## config.mk

```make
export PLATFORM = sky130hd
export DESIGN_NAME = ssrp_div_cell
export DESIGN_NICKNAME = d
export VERILOG_FILES = /design/src/hw/rtl/ssrp_div_cell.sv
export SDC_FILE = /design/constraint.sdc
export NUM_CORES = 1
export LEC_CHECK = 0
export BUFFER_PORTS_ARGS = -buffer_cell sky130_fd_sc_hd__buf_4
export CAP_MARGIN = 25
export CORE_AREA = 2 2 212 214
export CTS_CLUSTER_DIAMETER = 200
export DETAILED_ROUTE_END_ITERATION = 16
export DIE_AREA = 0 0 214 216
export PLACE_DENSITY = 0.58
export RECOVER_POWER = 25
export SLEW_MARGIN = 30
export SYNTH_ARGS = -nofsm -noshare
export SYNTH_HDL_FRONTEND = slang
export SYNTH_SLANG_ARGS = --single-unit
```

## constraint.sdc

```tcl
create_clock -name clk -period 0.8 [get_ports clk]
set_clock_uncertainty 0.15 [all_clocks]
set_input_delay 0.04 -clock clk [delete_from_list [all_inputs] [get_ports clk]]
set_output_delay 0.04 -clock clk [all_outputs]
set_load 0.05 [all_outputs]
```

## src/hw/rtl/ssrp_div_cell.sv

```systemverilog
// ----------------------------------------------------------------------------
// ssrp_div_cell
// One restoring division step for the x and y lanes, registered.
// ----------------------------------------------------------------------------
module ssrp_div_cell #(
	parameter int DW = 34,
	parameter int QW = 34,
	parameter int CB = 16
) (
	input  logic                      clk,
	input  logic                      arst_n,
	input  logic                      valid_i,
	input  logic                      coinc_i,
	input  logic [DW-1:0]             d_i,
	input  logic [1:0][DW-1:0]        rem_i,
	input  logic [1:0][QW-1:0]        n_i,
	input  logic [1:0][QW-1:0]        q_i,
	input  logic [1:0]                neg_i,
	input  logic [1:0][CB-1:0]        base_i,
	output logic                      valid_o,
	output logic                      coinc_o,
	output logic [DW-1:0]             d_o,
	output logic [1:0][DW-1:0]        rem_o,
	output logic [1:0][QW-1:0]        n_o,
	output logic [1:0][QW-1:0]        q_o,
	output logic [1:0]                neg_o,
	output logic [1:0][CB-1:0]        base_o
);

	logic [1:0][DW:0]   trial;
	logic [1:0][DW:0]   diff;
	logic [1:0]         ge;

	always_comb begin
		for (int l = 0; l < 2; l++) begin
			trial[l] = {rem_i[l], n_i[l][QW-1]};
			ge[l]    = trial[l] >= {1'b0, d_i};
			diff[l]  = trial[l] - {1'b0, d_i};
		end
	end

	always_ff @(posedge clk or negedge arst_n) begin
		if (!arst_n) begin
			valid_o <= 1'b0;
		end else begin
			valid_o <= valid_i;
		end
	end

	always_ff @(posedge clk) begin
		coinc_o <= coinc_i;
		d_o     <= d_i;
		neg_o   <= neg_i;
		base_o  <= base_i;
		for (int l = 0; l < 2; l++) begin
			rem_o[l] <= ge[l] ? diff[l][DW-1:0] : trial[l][DW-1:0];
			n_o[l]   <= {n_i[l][QW-2:0], 1'b0};
			q_o[l]   <= {q_i[l][QW-2:0], ge[l]};
		end
	end

endmodule
```

==> impl_metrics.yaml <==
outcome:
  status: "finished, violations left"
  violations: "negative hold slack, negative setup slack"
synthesis:
  syn_avg_cell_area_um2: 10.3
  synth_ff_type: "dfxtp_1"
  synth_cells: 998
  yosys.area_share.simple_pct: 10.3
  synth_seq_cells: 272
  ys_async_sr_fraction_pct: 0.368
  yosysUniqueCellTypes: 64
  synth_xor_area_share_pct: 4.43
  synthAdderAreaFrac_pct: 8.67
  synth_area_mm2: 0.0103
  yosysSeqAreaShare_pct: 53.0
  synth_edf_count: 0
  synth_compound_area_share_pct: 15.6
  synth_top_family_by_area: "compound AO/OA/AOI/OAI gates"
  ys_warn_count: 0
  muxShareOfSynthArea_pct: 4.44
power_and_ir_drop:
  p_comb_share_pct: 37.6
  clock_power_share_pct: 29.7
  p_sw_uw: 16400
  leakage_uw: 0.0110
  ir_drop_uv: 1820
  p_sw_share_pct: 33.3
  pwr_density_cell_mw_per_mm2: 2030
  internal_power_uw: 32800
  p_seq_share_pct: 32.7
worst_setup_path:
  required_ps: 1100
  crit_buf_inv: 4
  max_stage_delay_ps: 380
  path_cells: "buf_8 -> clkinvlp_4 -> ha_4 -> a21o_1 -> a21o_1 -> a2111oi_4 -> a31oi_2 -> a211o_2 -> a21o_1 -> a31oi_4 -> buf_4 -> buf_12 -> mux2_2"
  crit_fanout: 7
  startpoint_type: "input port"
  arrival_ps: 2750
  cpLargestDelayFamily: "compound AO/OA/AOI/OAI gates"
  crit_type: "in2reg"
  worst_path_most_repeated_cell: "a21o_1"
  slowest_stage: "a211o_2"
  endpoint_kind: "flip-flop"
cts:
  cts-htree-levels: 1
  root_buffer: "clkbuf_16"
  cts.sinks: 272
  cts_tree: "done"
  cts_inserted_buffers: 31
  clock_path_buffers: 3
  clk_pin_slew_ps: 60
global_routing:
  grt_usage_pct: 21.0
  grt_max_degree: 16
  grt_pass1_wl_um: 75400
  antenna_found_initial: 6
  grt_pass1_vias: 12700
  gr-total-overflow: 0
min_path:
  min_to: "d_o[6]"
  min_path_type: "in2reg"
  min_delay_path_depth: 1
  holdCritStartpoint: "d_i[6]"
sta:
  holdWs_ps: -560
  fmax_ghz: 0.408
  finalCritPeriodShare_pct: 306
  finalWorstSetupSlack_ps: -1650
  final.min_clock_period_ps: 2450
  setup_viol: 342
  setup_tns_ps: -227500
  rsz0062_at_grt: "yes"
  finalHoldViolations: 120
  drv_slew: 0
routing:
  dr_total_vias: 11900
  drt-initial-drc-count: 608
  route.detailed.drc: 0
  first_pass_iters: 5
  drt-total-wl_um: 52100
  vias_per_cell: 4.40
  drtAntennaViolNets: 0
  wl_per_cell_um: 19.2
final_layout:
  final_cell_area_mm2: 0.0242
  ff_latch_area_mm2: 0.00580
  layout_common_cells: "buf_4 (524), dfxtp_2 (268), buf_8 (258), dlygate4sd3_1 (240), nand2_1 (62)"
  syn_to_final_growth_pct: 136
  final_layout_size_suffix_gt1_share_pct: 63.2
  nNetsFinal: 2430
  multi_input_area_mm2: 0.00537
  final_core_util_pct: 55.2
  layout_commonest_cell: "buf_4"
  fill_cells: 3473
place:
  hpwl_um: 35000
  dpl-instance-area_mm2: 0.0171
  portBuffers: 545
  pre_cts_slack_ps: -2380
  place_congestion: 0.903
floorplan:
  dieArea_mm2: 0.0462
  io_pins: 550
  initial_core_util_pct: 23.5
  floorplan.rows: 77
  die_x_um: 214
  coreArea_mm2: 0.0438
  die_h_um: 216
run:
  maxCapViolCount: 0
## how the worst max path moves through the flow
| stage | start | end | slack, ps | depth (start not counted) |
|---|---|---|---|---|
| 6_report | d_i[15] | rem_o[50] | -1650 | 13 |
| 5_1_grt | rem_i[32] | rem_o[28] | -1700 | 12 |
| 4_1_cts | d_i[15] | rem_o[66] | -1590 | 13 |
| 3_5_place_dp | d_i[5] | rem_o[58] | -2380 | 13 |
| 3_3_place_gp | d_i[5] | rem_o[38] | -2360 | 13 |
| 2_1_floorplan | rem_i[49] | rem_o[39] | -1920 | 10 |
## Yosys cell counts, types with 4 or more instances
| library cell | count | share of area (%) |
|---|---|---|
| nor4_1 | 6 | 0.37 |
| dfxtp_1 | 271 | 53 |
| o21ai_0 | 44 | 2.1 |
| buf_2 | 5 | 0.24 |
| o211ai_1 | 9 | 0.66 |
| nand2b_1 | 6 | 0.37 |
| o31ai_1 | 4 | 0.29 |
| and4_1 | 4 | 0.34 |
| nor2_1 | 71 | 2.6 |
| a21oi_1 | 87 | 4.2 |
| o21a_1 | 7 | 0.51 |
| a31oi_1 | 7 | 0.43 |
| nand4_1 | 13 | 0.79 |
| a211oi_1 | 7 | 0.51 |
| xor2_1 | 20 | 1.7 |
| mux2i_1 | 4 | 0.39 |
| nand3_1 | 19 | 0.93 |
| mux2_2 | 37 | 4.1 |
| a2111oi_0 | 6 | 0.51 |
| inv_1 | 58 | 2.1 |
| nand2_1 | 70 | 2.6 |
| xnor2_1 | 32 | 2.7 |
| or2_2 | 4 | 0.24 |
| clkbuf_1 | 18 | 0.66 |
| a21o_1 | 35 | 2.6 |
| a31o_2 | 5 | 0.43 |
| o21bai_1 | 7 | 0.51 |
| ha_1 | 68 | 8.3 |
| nor3_1 | 18 | 0.88 |
## power by group through the flow
stage / registers (uW) / logic (uW) / clock network [uW]
after floorplan: 20100 / 3770 / 0
after global placement: 15600 / 14200 / 0
after detailed placement: 15600 / 14200 / 0
after CTS: 16000 / 17600 / 14900
after global routing: 16200 / 19400 / 15500
final: 16100 / 18500 / 14600
## what timing repair did
item / 4_1_cts / 5_1_grt
hold endpoints to repair: 271 / 183
resized for setup: 863 / 154
hold buffers: 218 / 22
pin swaps: 32 / 25
setup endpoints to repair: 342 / 342
setup buffers: 29 / 14
cloned: 6 / 1
## cell type report
type / count / share of cell area [%]
clock inverter: 12 / 0.584
sequential: 272 / 23.9
timing repair buffer: 1080 / 45.4
antenna: 6 / 0.0620
inverter: 58 / 1.04
tap: 592 / 3.06
clock buffer: 45 / 3.79
multi-input combinational: 641 / 22.2
## sequential cells by signal (all words and copies together), names as in the netlist
register,count
base_o,32
valid_o,1
d_o,34
rem_o,68
q_o,68
n_o,66
neg_o,2
coinc_o,1
## routing by layer
metal | global-route usage, % | share of wire (%)
met1 | 22.2 | 37
met2 | 38.7 | 52
met3 | 4.38 | 5.6
met4 | 12.2 | 5.4
met5 | 0 | 0
## stage by stage
step	total power, uW	cells
6_report	49200	2706
5_1_grt	51000	2704
4_1_cts	48500	2666
3_5_place_dp	29800	2357
3_3_place_gp	29700	2357
2_1_floorplan	23800	999
## cell families (layout without fill, tap and decap cells)
family          count (synthesis)  after routing
flops                         272            272
compound gates                246            246
simple gates                  230            230
buf+inv                        86           1195
fa+ha+maj                      70             70
xor+xnor                       52             52
mux                            41             41
other cells                     1              8
Power figures use the tool's default switching activity.
